--- config.mk ---
export PLATFORM = sky130hd
export DESIGN_NAME = cosh_taylor_series
export DESIGN_NICKNAME = d
export VERILOG_FILES = /design/src/rtl/cts_pkg.sv /design/src/rtl/cosh_taylor_series.sv
export VERILOG_INCLUDE_DIRS = /design/src /design/src/rtl
export SDC_FILE = /design/constraint.sdc
export NUM_CORES = 1
export LEC_CHECK = 0
export ABC_AREA = 1
export BUFFER_PORTS_ARGS = -buffer_cell sky130_fd_sc_hd__buf_2
export CELL_PAD_IN_SITES_DETAIL_PLACEMENT = 1
export CELL_PAD_IN_SITES_GLOBAL_PLACEMENT = 1
export CORE_ASPECT_RATIO = 1.2
export CORE_MARGIN = 10
export CORE_UTILIZATION = 40
export DETAILED_ROUTE_END_ITERATION = 16
export PLACE_DENSITY = 0.79
export SYNTH_ARGS = -nofsm -noshare
export SYNTH_HDL_FRONTEND = slang
export SYNTH_SLANG_ARGS = --single-unit
--- constraint.sdc ---
create_clock -name clock -period 12.4 [get_ports clock]
set_input_delay 0.62 -clock clock [delete_from_list [all_inputs] [get_ports clock]]
set_output_delay 0.62 -clock clock [all_outputs]
set_load 0.02 [all_outputs]
--- src/rtl/cosh_taylor_series_macros.svh ---
// Assertion macros for the cosh Taylor series block.
// Used by cosh_taylor_series.sv; expects signals named clock and reset in scope.
`ifndef COSH_TAYLOR_SERIES_MACROS_SVH
`define COSH_TAYLOR_SERIES_MACROS_SVH

// Same-cycle implication, checked outside reset.
`define CTS_ASSERT_NOW(label, ante, cons, msg) \
   label: assert property (@(posedge clock) disable iff (reset) (ante) |-> (cons)) \
      else $error(msg);

// Next-cycle implication, checked outside reset.
`define CTS_ASSERT_NEXT(label, ante, cons, msg) \
   label: assert property (@(posedge clock) disable iff (reset) (ante) |=> (cons)) \
      else $error(msg);

`endif

--- src/rtl/cts_pkg.sv ---
// Shared constants for the cosh Taylor series block.
// No dependencies; imported by cosh_taylor_series.
`default_nettype none

package cts_pkg;

   localparam int MAX_TERMS = 16;
   localparam int FRAC_BITS = 16;

   localparam int XW       = 16;
   localparam int MAG_W    = XW + 1;
   localparam int EPS_W    = 16;
   localparam int VAL_W    = 28;
   localparam int TERMS_W  = 7;
   localparam int SQ_SHIFT = 24 - FRAC_BITS;
   localparam int X2_W     = 31 - SQ_SHIFT;
   localparam int MPL_W    = (X2_W > MAG_W) ? X2_W : MAG_W;
   localparam int PROD_W   = VAL_W + MPL_W;
   localparam int DIV_W    = PROD_W - FRAC_BITS;
   localparam int CNT_W    = $clog2(DIV_W);
   localparam int N_W      = $clog2(2 * MAX_TERMS);
   localparam int DEN_W    = 2 * N_W;
   localparam int CMP_W    = VAL_W + EPS_W;

   localparam logic [EPS_W-1:0] EPS_RESET = EPS_W'(7);
   localparam logic [VAL_W-1:0] VAL_MAX   = {VAL_W{1'b1}};
   localparam logic [VAL_W-1:0] ONE_VAL   = VAL_W'(1) << FRAC_BITS;
   localparam logic [DEN_W-1:0] FIRST_DEN = DEN_W'(2);
   localparam logic [DEN_W-1:0] DEN_STEP  = DEN_W'(10);

endpackage

`default_nettype wire

--- src/rtl/cosh_taylor_series.sv ---
// cosh(x) by Taylor series, bit-serial multiply and restoring divide.
// Depends on cts_pkg and cosh_taylor_series_macros.svh.
//
// Usage:
//   req_*  : one transaction carries x_value (signed Q4.12). Accepted when
//            req_valid is high and req_stall is low; req_stall is high while
//            an argument is being worked on.
//   rsp_*  : one transaction per argument: sum, last term, term count,
//            limit flag and saturation flag. rsp_valid holds until a cycle
//            with rsp_stall low; a pending result does not block the next
//            argument from starting.
//   csr_*  : write of epsilon (unsigned Q0.16); csr_ready is always high.
// Structure: one shared shift-add multiplier (MPL_W = 23 bits) and one
//   restoring divider (DIV_W = 35 bits). x is squared first; each further
//   term then takes a multiply, a divide and an update, with a check
//   before each term and a hand-off at the end. One argument at a time.
// Reset: synchronous, clears control state and sets epsilon to 7. If the
//   receiver stalls, the finished result waits in the DONE state until the
//   output register frees up.
`default_nettype none

`include "cosh_taylor_series_macros.svh"

module cosh_taylor_series (
   input  wire logic                         clock,
   input  wire logic                         reset,
   input  wire logic                         req_valid,
   output logic                              req_stall,
   input  wire logic signed [cts_pkg::XW-1:0] req_x_value,
   output logic                              rsp_valid,
   input  wire logic                         rsp_stall,
   output logic [cts_pkg::VAL_W-1:0]         rsp_series_sum,
   output logic [cts_pkg::VAL_W-1:0]         rsp_last_term,
   output logic [cts_pkg::TERMS_W-1:0]       rsp_terms_used,
   output logic                              rsp_limit_hit,
   output logic                              rsp_saturated,
   input  wire logic                         csr_valid,
   output logic                              csr_ready,
   input  wire logic [cts_pkg::EPS_W-1:0]    csr_epsilon
);
   import cts_pkg::*;

   typedef enum logic [6:0] {
      ST_IDLE   = 7'b0000001,
      ST_SQUARE = 7'b0000010,
      ST_CHECK  = 7'b0000100,
      ST_MUL    = 7'b0001000,
      ST_DIV    = 7'b0010000,
      ST_UPDATE = 7'b0100000,
      ST_DONE   = 7'b1000000
   } state_type;

   state_type             state_ff, state_in;
   logic [EPS_W-1:0]      eps_ff;
   logic                  rsp_valid_ff, rsp_valid_in;
   logic [CNT_W-1:0]      cnt_ff, cnt_in;

   logic [VAL_W-1:0]      mcand_ff, mcand_in;
   logic [MPL_W-1:0]      mpl_ff, mpl_in;
   logic [PROD_W-1:0]     acc_ff, acc_in;
   logic [X2_W-1:0]       x2_ff, x2_in;
   logic [DIV_W-1:0]      quo_ff, quo_in;
   logic [DEN_W-1:0]      rem_ff, rem_in;
   logic [DEN_W-1:0]      den_ff, den_in;
   logic [N_W-1:0]        n_ff, n_in;
   logic [VAL_W-1:0]      term_ff, term_in;
   logic [VAL_W-1:0]      sum_ff, sum_in;
   logic [TERMS_W-1:0]    terms_ff, terms_in;
   logic                  sat_ff, sat_in;
   logic                  lim_ff, lim_in;

   logic [VAL_W-1:0]      out_sum_ff, out_term_ff;
   logic [TERMS_W-1:0]    out_terms_ff;
   logic                  out_lim_ff, out_sat_ff;

   logic                  req_take, rsp_free, load_out, above, mul_last, div_last;
   logic [MAG_W-1:0]      mag;
   logic [PROD_W-1:0]     acc_step;
   logic [DEN_W:0]        div_trial;
   logic                  div_fits;
   logic [VAL_W-1:0]      next_term;
   logic                  next_clip;
   logic [VAL_W:0]        sum_wide;

   assign req_stall = (state_ff != ST_IDLE);
   assign req_take  = req_valid && !req_stall;
   assign rsp_free  = !rsp_valid_ff || !rsp_stall;
   assign load_out  = (state_ff == ST_DONE) && rsp_free;
   assign csr_ready = 1'b1;

   assign mag = req_x_value[XW-1] ? (MAG_W'(0) - {req_x_value[XW-1], req_x_value})
                                  : {1'b0, req_x_value};

   assign above = {term_ff, EPS_W'(0)} > (CMP_W'(eps_ff) << FRAC_BITS);

   assign acc_step = (acc_ff << 1) + (mpl_ff[MPL_W-1] ? PROD_W'(mcand_ff) : PROD_W'(0));
   assign mul_last = (cnt_ff == CNT_W'(MPL_W - 1));
   assign div_last = (cnt_ff == CNT_W'(DIV_W - 1));

   assign div_trial = {rem_ff, quo_ff[DIV_W-1]};
   assign div_fits  = div_trial >= {1'b0, den_ff};

   assign next_clip = |quo_ff[DIV_W-1:VAL_W];
   assign next_term = next_clip ? VAL_MAX : quo_ff[VAL_W-1:0];
   assign sum_wide  = {1'b0, sum_ff} + {1'b0, next_term};

   always_comb begin
      state_in     = state_ff;
      rsp_valid_in = rsp_valid_ff && rsp_stall;
      cnt_in       = cnt_ff;
      mcand_in     = mcand_ff;
      mpl_in       = mpl_ff;
      acc_in       = acc_ff;
      x2_in        = x2_ff;
      quo_in       = quo_ff;
      rem_in       = rem_ff;
      den_in       = den_ff;
      n_in         = n_ff;
      term_in      = term_ff;
      sum_in       = sum_ff;
      terms_in     = terms_ff;
      sat_in       = sat_ff;
      lim_in       = lim_ff;
      unique case (state_ff)
         ST_IDLE: begin
            if (req_take) begin
               mcand_in = VAL_W'(mag);
               mpl_in   = MPL_W'(mag);
               acc_in   = '0;
               cnt_in   = '0;
               term_in  = ONE_VAL;
               sum_in   = ONE_VAL;
               n_in     = '0;
               den_in   = FIRST_DEN;
               terms_in = TERMS_W'(1);
               sat_in   = 1'b0;
               state_in = ST_SQUARE;
            end
         end
         ST_SQUARE: begin
            acc_in = acc_step;
            mpl_in = mpl_ff << 1;
            cnt_in = cnt_ff + CNT_W'(1);
            if (mul_last) begin
               x2_in    = X2_W'(acc_step >> SQ_SHIFT);
               state_in = ST_CHECK;
            end
         end
         ST_CHECK: begin
            if ((terms_ff < TERMS_W'(MAX_TERMS)) && above) begin
               mcand_in = term_ff;
               mpl_in   = MPL_W'(x2_ff);
               acc_in   = '0;
               cnt_in   = '0;
               state_in = ST_MUL;
            end else begin
               lim_in   = above;
               state_in = ST_DONE;
            end
         end
         ST_MUL: begin
            acc_in = acc_step;
            mpl_in = mpl_ff << 1;
            cnt_in = cnt_ff + CNT_W'(1);
            if (mul_last) begin
               quo_in   = DIV_W'(acc_step >> FRAC_BITS);
               rem_in   = '0;
               cnt_in   = '0;
               state_in = ST_DIV;
            end
         end
         ST_DIV: begin
            rem_in = div_fits ? DEN_W'(div_trial - {1'b0, den_ff}) : DEN_W'(div_trial);
            quo_in = {quo_ff[DIV_W-2:0], div_fits};
            cnt_in = cnt_ff + CNT_W'(1);
            if (div_last) begin
               state_in = ST_UPDATE;
            end
         end
         ST_UPDATE: begin
            term_in  = next_term;
            sum_in   = sum_wide[VAL_W] ? VAL_MAX : sum_wide[VAL_W-1:0];
            sat_in   = sat_ff || next_clip || sum_wide[VAL_W];
            den_in   = den_ff + DEN_W'({n_ff, 2'b00}) + DEN_STEP;
            n_in     = n_ff + N_W'(2);
            terms_in = terms_ff + TERMS_W'(1);
            state_in = ST_CHECK;
         end
         ST_DONE: begin
            if (rsp_free) begin
               rsp_valid_in = 1'b1;
               state_in     = ST_IDLE;
            end
         end
         default: begin
            state_in = ST_IDLE;
         end
      endcase
   end

   always_ff @(posedge clock) begin
      if (reset) begin
         state_ff     <= ST_IDLE;
         rsp_valid_ff <= 1'b0;
         eps_ff       <= EPS_RESET;
      end else begin
         state_ff     <= state_in;
         rsp_valid_ff <= rsp_valid_in;
         if (csr_valid && csr_ready) begin
            eps_ff <= csr_epsilon;
         end
      end
   end

   always_ff @(posedge clock) begin
      cnt_ff   <= cnt_in;
      mcand_ff <= mcand_in;
      mpl_ff   <= mpl_in;
      acc_ff   <= acc_in;
      x2_ff    <= x2_in;
      quo_ff   <= quo_in;
      rem_ff   <= rem_in;
      den_ff   <= den_in;
      n_ff     <= n_in;
      term_ff  <= term_in;
      sum_ff   <= sum_in;
      terms_ff <= terms_in;
      sat_ff   <= sat_in;
      lim_ff   <= lim_in;
      if (load_out) begin
         out_sum_ff   <= sum_ff;
         out_term_ff  <= term_ff;
         out_terms_ff <= terms_ff;
         out_lim_ff   <= lim_ff;
         out_sat_ff   <= sat_ff;
      end
   end

   assign rsp_valid      = rsp_valid_ff;
   assign rsp_series_sum = out_sum_ff;
   assign rsp_last_term  = out_term_ff;
   assign rsp_terms_used = out_terms_ff;
   assign rsp_limit_hit  = out_lim_ff;
   assign rsp_saturated  = out_sat_ff;

   `CTS_ASSERT_NEXT(a_start_square, req_take, state_ff == ST_SQUARE, "accepted x did not start squaring")
   `CTS_ASSERT_NEXT(a_update_to_check, state_ff == ST_UPDATE, state_ff == ST_CHECK, "term update did not return to check")
   `CTS_ASSERT_NOW(a_terms_range, rsp_valid, (rsp_terms_used != '0) && (rsp_terms_used <= TERMS_W'(MAX_TERMS)), "terms_used out of range")
   `CTS_ASSERT_NOW(a_limit_count, rsp_valid && rsp_limit_hit, rsp_terms_used == TERMS_W'(MAX_TERMS), "limit_hit without full term count")

endmodule

`default_nettype wire

==> impl_metrics.prom, run 1 <==
# TYPE chip_impl_metric gauge
chip_impl_info{name="run_status",value="complete, no violations"} 1
chip_impl_metric{name="drt_drc_violations_left",unit=""} 0
chip_impl_metric{name="max-vdd-ir-drop",unit="uV"} 153
chip_impl_metric{name="dr.pass1.iters",unit=""} 5
chip_impl_metric{name="grt_first_pass_wirelength",unit="um"} 96800
chip_impl_metric{name="timing.setup.tns",unit="ps"} 0
chip_impl_metric{name="cts-buffers-inserted",unit=""} 38
chip_impl_metric{name="layout.core_utilization",unit="%"} 45.3
chip_impl_metric{name="design.die.area",unit="um2"} 58600
chip_impl_metric{name="ys_ff_latch",unit=""} 342
chip_impl_metric{name="reg2regPathDepth",unit=""} 18
chip_impl_metric{name="worst_setup_hold_path_clk_slew",unit="ps"} 70
chip_impl_metric{name="report.final.setup_viol",unit=""} 0
chip_impl_metric{name="clkLatencyLatePin",unit="ps"} 560
chip_impl_metric{name="numClockSinks",unit=""} 342
chip_impl_metric{name="syn_area_per_cell",unit="um2"} 8.29
chip_impl_info{name="worst_r2r_endpoint",value="sum_ff[27]"} 1
chip_impl_metric{name="yosys.area_share.adder",unit="%"} 6.48
chip_impl_info{name="clockRootBuffer",value="sky130_fd_sc_hd__clkbuf_16"} 1
chip_impl_metric{name="post-route-period-util",unit="%"} 33.1
chip_impl_metric{name="post_layout_net_count",unit=""} 2623
chip_impl_metric{name="layout_setup_ws",unit="ps"} 8300
chip_impl_metric{name="horiz_die_dim",unit="um"} 223
chip_impl_info{name="critPathLaunch",value="quo_ff[31]"} 1
chip_impl_metric{name="fillerInstances",unit=""} 5889
chip_impl_info{name="ys_dominant_reg_cell",value="sky130_fd_sc_hd__edfxtp_1"} 1
chip_impl_info{name="crit-reg2reg-launch",value="quo_ff[31]"} 1
chip_impl_info{name="setup.worst_path.class",value="flip-flop to flip-flop"} 1
chip_impl_metric{name="floorplan.initialDensity",unit="%"} 40.2
chip_impl_info{name="tritoncts",value="done"} 1
chip_impl_info{name="combinational_family_with_the_most_area_after_synthesis",value="simple AND/OR/NAND/NOR gates"} 1
chip_impl_metric{name="synthArstFlopShare",unit="%"} 0
chip_impl_info{name="layout.cells.most_common_list",value="sky130_fd_sc_hd__nand2_1 (743), sky130_fd_sc_hd__inv_1 (395), sky130_fd_sc_hd__edfxtp_1 (318), sky130_fd_sc_hd__nor2_1 (205), sky130_fd_sc_hd__a21oi_1 (146)"} 1
chip_impl_metric{name="xor_xnor_fraction_of_synth_area",unit="%"} 2.44
chip_impl_metric{name="final_hold_viol_count",unit=""} 0
chip_impl_metric{name="syn-cell-area",unit="um2"} 19700
chip_impl_metric{name="p_leak",unit="nW"} 10.4
chip_impl_info{name="timing.critical_path.to",value="sum_ff[27]"} 1
chip_impl_metric{name="drtIter0Drc",unit=""} 865
chip_impl_metric{name="ant_nets",unit=""} 0
chip_impl_metric{name="dr_total_vias",unit=""} 16438
chip_impl_metric{name="r2r_slack",unit="ps"} 8300
chip_impl_metric{name="final_max_slew_viol_count",unit=""} 0
chip_impl_metric{name="clock_tree.buffer_depth",unit=""} 3
chip_impl_metric{name="synth.yosys.seq_area_share",unit="%"} 50.9
chip_impl_info{name="timing.critical_path.from_type",value="flip-flop"} 1
chip_impl_metric{name="die_h",unit="um"} 263
chip_impl_metric{name="overflow",unit=""} 0
chip_impl_metric{name="grtUsageTotal",unit="%"} 20.5
chip_impl_metric{name="maxCapViolCount",unit=""} 0
chip_impl_metric{name="grt_pass1_vias",unit=""} 17912
chip_impl_metric{name="share_of_cell_area_taken_by_muxes_after_synthesis",unit="%"} 0
chip_impl_metric{name="synth_compound_area_share",unit="%"} 7.02
chip_impl_metric{name="cts-htree-levels",unit=""} 2
chip_impl_metric{name="yosys.area_share.simple",unit="%"} 24.4
chip_impl_metric{name="fmax",unit="MHz"} 244
chip_impl_metric{name="fraction_of_final_layout_cells_sized_beyond_drive_strength_1",unit="%"} 7.76
chip_impl_metric{name="critical_path.max_fanout",unit=""} 54
chip_impl_info{name="final_common_cell",value="sky130_fd_sc_hd__nand2_1"} 1
chip_impl_metric{name="num_rows",unit=""} 89
chip_impl_metric{name="worst_slew_pin_slew",unit="ps"} 1110
chip_impl_metric{name="wl_per_cell",unit="um"} 19.5
chip_impl_metric{name="timing.slew.headroom",unit="%"} 26.1
chip_impl_metric{name="hold_buffer_count_at_cts",unit=""} 0
chip_impl_metric{name="critical_path_required",unit="ps"} 12680
chip_impl_info{name="cp-end-kind",value="flip-flop"} 1
chip_impl_metric{name="finalWeightedCongestion",unit=""} 0.911
chip_impl_info{name="hold_path_class",value="primary input to flip-flop"} 1
chip_impl_metric{name="synth_enable_flop_cells",unit=""} 318
chip_impl_metric{name="totalWireLength",unit="um"} 61300
chip_impl_metric{name="synth_nets",unit=""} 2517
chip_impl_metric{name="synth_cell_type_count",unit=""} 46
chip_impl_metric{name="ys_warn_count",unit=""} 0
chip_impl_info{name="rsz0062_at_grt",value="false"} 1
chip_impl_metric{name="cts_resized",unit=""} 0
chip_impl_metric{name="period_minus_slack",unit="ps"} 4100
chip_impl_metric{name="crit_arrival",unit="ps"} 4380
chip_impl_metric{name="via_per_inst",unit=""} 5.22
chip_impl_metric{name="top_level_ports",unit=""} 105
chip_impl_metric{name="antenna_violations_before_repair",unit=""} 1
chip_impl_metric{name="preCtsSetupSlack",unit="ps"} 8300
chip_impl_metric{name="power_density",unit="nW/um2"} 219
chip_impl_metric{name="portBuffers",unit=""} 103
chip_impl_metric{name="placeableCoreArea",unit="um2"} 49000
chip_impl_metric{name="syn_to_final_growth",unit="%"} 12.6
chip_impl_metric{name="postCtsSetupBuffers",unit=""} 0
chip_impl_metric{name="skew_final",unit="ps"} 29.3
chip_impl_metric{name="hpwlAfterDp",unit="um"} 47000
chip_impl_metric{name="antenna_cells",unit=""} 0
chip_impl_metric{name="synthesis.instances",unit=""} 2379
chip_impl_metric{name="grt_start_max_net_pins",unit=""} 78
## synthesized netlist by cell type (3+ instances only)
library cell,number,area share [%]
sky130_fd_sc_hd__nor3b_1,4,0.15
sky130_fd_sc_hd__and2_1,11,0.35
sky130_fd_sc_hd__xnor2_1,22,0.98
sky130_fd_sc_hd__nor2_1,210,4.0
sky130_fd_sc_hd__a22oi_1,14,0.53
sky130_fd_sc_hd__nand3b_1,6,0.23
sky130_fd_sc_hd__inv_1,395,7.5
sky130_fd_sc_hd__a22o_1,7,0.31
sky130_fd_sc_hd__nand4_1,33,1.0
sky130_fd_sc_hd__nor4_1,4,0.13
sky130_fd_sc_hd__xor2_1,31,1.4
sky130_fd_sc_hd__buf_2,8,0.20
sky130_fd_sc_hd__o21bai_1,5,0.19
sky130_fd_sc_hd__dfxtp_1,24,2.4
sky130_fd_sc_hd__nand3_1,116,2.9
sky130_fd_sc_hd__inv_2,9,0.17
sky130_fd_sc_hd__ha_1,99,6.3
sky130_fd_sc_hd__nand2_1,744,14
sky130_fd_sc_hd__or2_2,3,0.095
sky130_fd_sc_hd__o21ai_0,78,2.0
sky130_fd_sc_hd__edfxtp_1,318,48
sky130_fd_sc_hd__clkbuf_1,33,0.63
sky130_fd_sc_hd__nor3_1,32,0.81
sky130_fd_sc_hd__a21oi_1,146,3.7
## routing by layer
metal | wire (um) | vias to the layer above | GRT usage [%] | part of all wire, %
met5 | 0 | - | 0 | 0
met4 | 2770 | 0 | 9.67 | 4.5
met3 | 2020 | 153 | 2.28 | 3.3
met2 | 32100 | 366 | 37.8 | 52
met1 | 24400 | 7996 | 22.9 | 40
li1 | - | 7923 | - | -
## through the flow
stage	hold slack, ps	instance area (um2)	power, mW	instances
finish	299	22200	4.85	3149
global route	308	22200	5.18	3149
CTS	277	22200	4.88	3149
detailed placement	406	20900	3.70	3082
global placement	407	20900	3.62	3082
floorplan	400	19700	3.08	2379
## final cells by class
cell class / instances / area (um2) / share of cell area (%)
clock inverters: 24 / 285 / 1.29
well taps: 637 / 797 / 3.59
flip-flops and latches: 342 / 10000 / 45.2
clock buffers: 43 / 970 / 4.37
multi-input cells: 1584 / 8000 / 36.0
inverters: 405 / 1520 / 6.85
repair buffers: 114 / 598 / 2.69
## registers in the layout, summed over array words and instances, names as in the netlist, 6 cells and up
name / count
terms_ff: 7
sum_ff: 28
eps_ff: 16
cnt_ff: 6
acc_ff: 50
rem_ff: 10
state_ff: 7
rsp_terms_used: 7
quo_ff: 35
mpl_ff: 23
term_ff: 28
den_ff: 9
mcand_ff: 28
x2_ff: 23
rsp_last_term: 28
rsp_series_sum: 28
## kinds of logic (layout without fill, tap and decap cells)
| logic type | after synthesis | in the layout |
|---|---|---|
| adder cells (fa/ha/maj) | 101 | 101 |
| flip-flops | 342 | 342 |
| other | 1 | 1 |
| AND/OR/NAND/NOR | 1170 | 1170 |
| buffers and inverters | 453 | 586 |
| XOR/XNOR | 54 | 54 |
| AO/OA/AOI/OAI | 258 | 258 |
## where the power goes
group	internal (mW)	switching, mW	total [mW]
Sequential	1.71	0.182	1.89
Combinational	0.508	1.30	1.81
Clock	0.657	0.494	1.15
## how the worst min path moves through the flow
stage | from | end | slack (ps) | cells after the start
floorplan | lim_ff | rsp_limit_hit | 400 | 0
global placement | lim_ff | rsp_limit_hit | 410 | 0
detailed placement | lim_ff | rsp_limit_hit | 410 | 0
CTS | csr_epsilon[1] | eps_ff[1] | 280 | 3
global route | csr_epsilon[1] | eps_ff[1] | 310 | 3
finish | csr_epsilon[1] | eps_ff[1] | 300 | 3
## worst max-delay path: stages (launching register included)
cell                       delay, ps
sky130_fd_sc_hd__edfxtp_1        390
sky130_fd_sc_hd__nor4_1          280
sky130_fd_sc_hd__nand2_1         180
sky130_fd_sc_hd__inv_2           740
sky130_fd_sc_hd__nand2_1         180
sky130_fd_sc_hd__ha_1            290
sky130_fd_sc_hd__inv_1            80
sky130_fd_sc_hd__fa_1            200
sky130_fd_sc_hd__inv_1           100
sky130_fd_sc_hd__nand3_1          80
sky130_fd_sc_hd__nand2_1         110
sky130_fd_sc_hd__nand3_1         100
sky130_fd_sc_hd__nand3_1         180
sky130_fd_sc_hd__nand2_1         130
sky130_fd_sc_hd__inv_1            70
sky130_fd_sc_hd__nor2_4          420
sky130_fd_sc_hd__nand2_1         110
sky130_fd_sc_hd__nor2_1          100
sky130_fd_sc_hd__nor2_1           50
No activity file was read; power rests on OpenSTA's default activity.
==> inputs of run 2 (changes only) <==
Clock period 12.4 ns to 3.95 ns, I/O delays scaled along.
==> run 2 against run 1 <==
- sequential share of layout area shrank 0.74 points
- final area increased by 1.7%
- first-iteration DRC count increased by 7.4%
- highest routed layer is now met5
- register-to-register slack worse by 8000 ps
- core utilization is 0.76 points higher
- combinational power grew to 3.2 times the previous value
- count of clock-buffer cells in the layout unchanged
==> impl_metrics.prom, run 2 (synthesis gave the netlist of run 1 again) <==
# TYPE chip_impl_metric gauge
chip_impl_metric{name="portBuffers",unit=""} 103
chip_impl_info{name="reg_top3",value="acc_ff: 50 flops, quo_ff: 35 flops"} 1
chip_impl_info{name="final_common_cell",value="sky130_fd_sc_hd__nand2_1"} 1
chip_impl_metric{name="fraction_of_final_layout_cells_sized_beyond_drive_strength_1",unit="%"} 7.86
chip_impl_metric{name="dr.pass1.iters",unit=""} 5
chip_impl_metric{name="drt_drc_violations_left",unit=""} 0
chip_impl_info{name="worst_r2r_endpoint",value="sum_ff[27]"} 1
chip_impl_metric{name="p_leak",unit="nW"} 10.6
chip_impl_metric{name="via_per_inst",unit=""} 5.21
chip_impl_metric{name="period_minus_slack",unit="ps"} 3610
chip_impl_metric{name="final_hold_viol_count",unit=""} 0
chip_impl_metric{name="placed_cells",unit=""} 3089
chip_impl_metric{name="worst_setup_hold_path_clk_slew",unit="ps"} 60
chip_impl_info{name="hold_start",value="req_valid"} 1
chip_impl_metric{name="placeableCoreArea",unit="um2"} 49000
chip_impl_info{name="cp-end-kind",value="flip-flop"} 1
chip_impl_metric{name="wl_per_cell",unit="um"} 19.9
chip_impl_metric{name="cts-buffers-inserted",unit=""} 38
chip_impl_metric{name="post_layout_net_count",unit=""} 2655
chip_impl_metric{name="post-route-period-util",unit="%"} 91.4
chip_impl_metric{name="totalWireLength",unit="um"} 63400
chip_impl_metric{name="final_max_slew_viol_count",unit=""} 0
chip_impl_metric{name="syn_to_final_growth",unit="%"} 14.5
chip_impl_info{name="clockRootBuffer",value="sky130_fd_sc_hd__clkbuf_16"} 1
chip_impl_info{name="timing.critical_path.from_type",value="flip-flop"} 1
chip_impl_info{name="run_status",value="complete, no violations"} 1
chip_impl_metric{name="antenna_violations_before_repair",unit=""} 2
chip_impl_metric{name="report.final.setup_viol",unit=""} 0
chip_impl_metric{name="max_ffs_per_register",unit=""} 50
chip_impl_metric{name="design.die.area",unit="um2"} 58600
chip_impl_metric{name="antenna_cells",unit=""} 0
chip_impl_info{name="rsz0062_at_grt",value="false"} 1
chip_impl_info{name="critPathLaunch",value="quo_ff[28]"} 1
chip_impl_metric{name="grt_first_pass_wirelength",unit="um"} 99100
chip_impl_info{name="hold_path_class",value="primary input to flip-flop"} 1
chip_impl_metric{name="cts_resized",unit=""} 0
chip_impl_info{name="setup.worst_path.class",value="flip-flop to flip-flop"} 1
chip_impl_info{name="crit-reg2reg-launch",value="quo_ff[28]"} 1
chip_impl_metric{name="timing.setup.tns",unit="ps"} 0
chip_impl_metric{name="post_dp_cell_area",unit="um2"} 21000
chip_impl_metric{name="max-vdd-ir-drop",unit="uV"} 459
chip_impl_metric{name="numClockSinks",unit=""} 342
chip_impl_metric{name="grt_start_max_net_pins",unit=""} 78
chip_impl_metric{name="floorplan.initialDensity",unit="%"} 40.2
chip_impl_metric{name="fillerInstances",unit=""} 5946
chip_impl_metric{name="horiz_die_dim",unit="um"} 223
chip_impl_metric{name="postCtsSetupBuffers",unit=""} 0
chip_impl_metric{name="clock_tree.buffer_depth",unit=""} 3
chip_impl_metric{name="fmax",unit="MHz"} 277
chip_impl_metric{name="reg2regPathDepth",unit=""} 18
chip_impl_metric{name="overflow",unit=""} 0
chip_impl_metric{name="timing.slew.headroom",unit="%"} 25.8
chip_impl_metric{name="r2r_slack",unit="ps"} 340
chip_impl_metric{name="finalPower",unit="mW"} 15.6
chip_impl_metric{name="power_density",unit="nW/um2"} 692
chip_impl_metric{name="cts-htree-levels",unit=""} 2
chip_impl_metric{name="critical_path_required",unit="ps"} 4220
chip_impl_metric{name="ant_nets",unit=""} 0
chip_impl_metric{name="layout.core_utilization",unit="%"} 46.1
chip_impl_metric{name="crit_arrival",unit="ps"} 3880
chip_impl_info{name="tritoncts",value="done"} 1
chip_impl_metric{name="finalWeightedCongestion",unit=""} 0.943
chip_impl_metric{name="dr_total_vias",unit=""} 16593
chip_impl_info{name="timing.critical_path.to",value="sum_ff[27]"} 1
chip_impl_metric{name="maxCapViolCount",unit=""} 0
chip_impl_metric{name="hpwlAfterDp",unit="um"} 47500
chip_impl_metric{name="top_level_ports",unit=""} 105
chip_impl_metric{name="fin_cells",unit=""} 3183
chip_impl_metric{name="drtIter0Drc",unit=""} 929
chip_impl_metric{name="num_rows",unit=""} 89
chip_impl_metric{name="clkLatencyLatePin",unit="ps"} 560
chip_impl_metric{name="critical_path.max_fanout",unit=""} 18
chip_impl_info{name="layout.cells.most_common_list",value="sky130_fd_sc_hd__nand2_1 (743), sky130_fd_sc_hd__inv_1 (395), sky130_fd_sc_hd__edfxtp_1 (318), sky130_fd_sc_hd__nor2_1 (205), sky130_fd_sc_hd__a21oi_1 (146)"} 1
chip_impl_metric{name="grt_pass1_vias",unit=""} 17908
chip_impl_metric{name="skew_final",unit="ps"} 28.6
chip_impl_metric{name="finalInstanceArea",unit="um2"} 22600
chip_impl_metric{name="worst_slew_pin_slew",unit="ps"} 1110
chip_impl_metric{name="grtUsageTotal",unit="%"} 21.0
chip_impl_metric{name="die_h",unit="um"} 263
chip_impl_info{name="register_containing_the_most_flip_flops_in_the_final_layout",value="acc_ff"} 1
## run 2: layer usage
layer | share of wire (%) | wire length (um) | GRT usage [%]
met4 | 3.6 | 2270 | 7.95
met2 | 53 | 33700 | 39.5
met5 | 0.020 | 13 | 0
met1 | 40 | 25300 | 23.8
met3 | 3.4 | 2170 | 2.15
## run 2: how the worst min path moves through the flow
stage / depth (start not counted) / to / slack (ps)
after floorplan: 1 / eps_ff[1] / 310
after global routing: 3 / state_ff[1] / 30
after CTS: 4 / state_ff[0] / 2
after detailed placement: 3 / eps_ff[2] / 440
after global placement: 3 / eps_ff[1] / 420
final: 4 / state_ff[0] / 10
## run 2: worst max-delay path, stage by stage (launching register included)
cell and delay (ps):
sky130_fd_sc_hd__edfxtp_1 400, sky130_fd_sc_hd__nor4_1 300, sky130_fd_sc_hd__nand2_1 220, sky130_fd_sc_hd__inv_2 240
sky130_fd_sc_hd__nand2_1 100, sky130_fd_sc_hd__ha_1 240, sky130_fd_sc_hd__inv_1 90, sky130_fd_sc_hd__fa_1 210
sky130_fd_sc_hd__inv_1 130, sky130_fd_sc_hd__nand3_1 90, sky130_fd_sc_hd__nand2_1 120, sky130_fd_sc_hd__nand3_1 110
sky130_fd_sc_hd__nand3_1 180, sky130_fd_sc_hd__nand2_1 140, sky130_fd_sc_hd__inv_1 70, sky130_fd_sc_hd__nor2_4 400
sky130_fd_sc_hd__nand2_1 130, sky130_fd_sc_hd__nor2_1 110, sky130_fd_sc_hd__nor2_1 50
## run 2: layout make-up
cell class | count | area [um2] | area share, %
sequential | 342 | 10000 | 44.4
multi-input combinational | 1584 | 8000 | 35.4
inverter | 405 | 1520 | 6.74
clock buffer | 43 | 991 | 4.39
timing repair buffer | 146 | 913 | 4.05
tap | 637 | 797 | 3.53
clock inverter | 26 | 320 | 1.42
## run 2: power breakdown
group	leakage (nW)	switching, mW	total [mW]	internal [mW]
Combinational	6.72	4.18	5.83	1.65
Sequential	3.21	0.601	5.97	5.37
Clock	0.626	1.54	3.81	2.27
## run 2: stage by stage
stage / hold WS [ps] / setup slack, ps
3_3_place_gp: 425 / 446
4_1_cts: 2.41 / 299
6_report: 12.1 / 338
2_1_floorplan: 309 / 159
3_5_place_dp: 439 / 316
5_1_grt: 32.1 / 21.2
## run 2: repair_timing
item                                    in CTS  in global routing
endpoints found under the hold margin       22                  1
endpoints found under the setup margin       0                  1
hold buffers                                24                  1
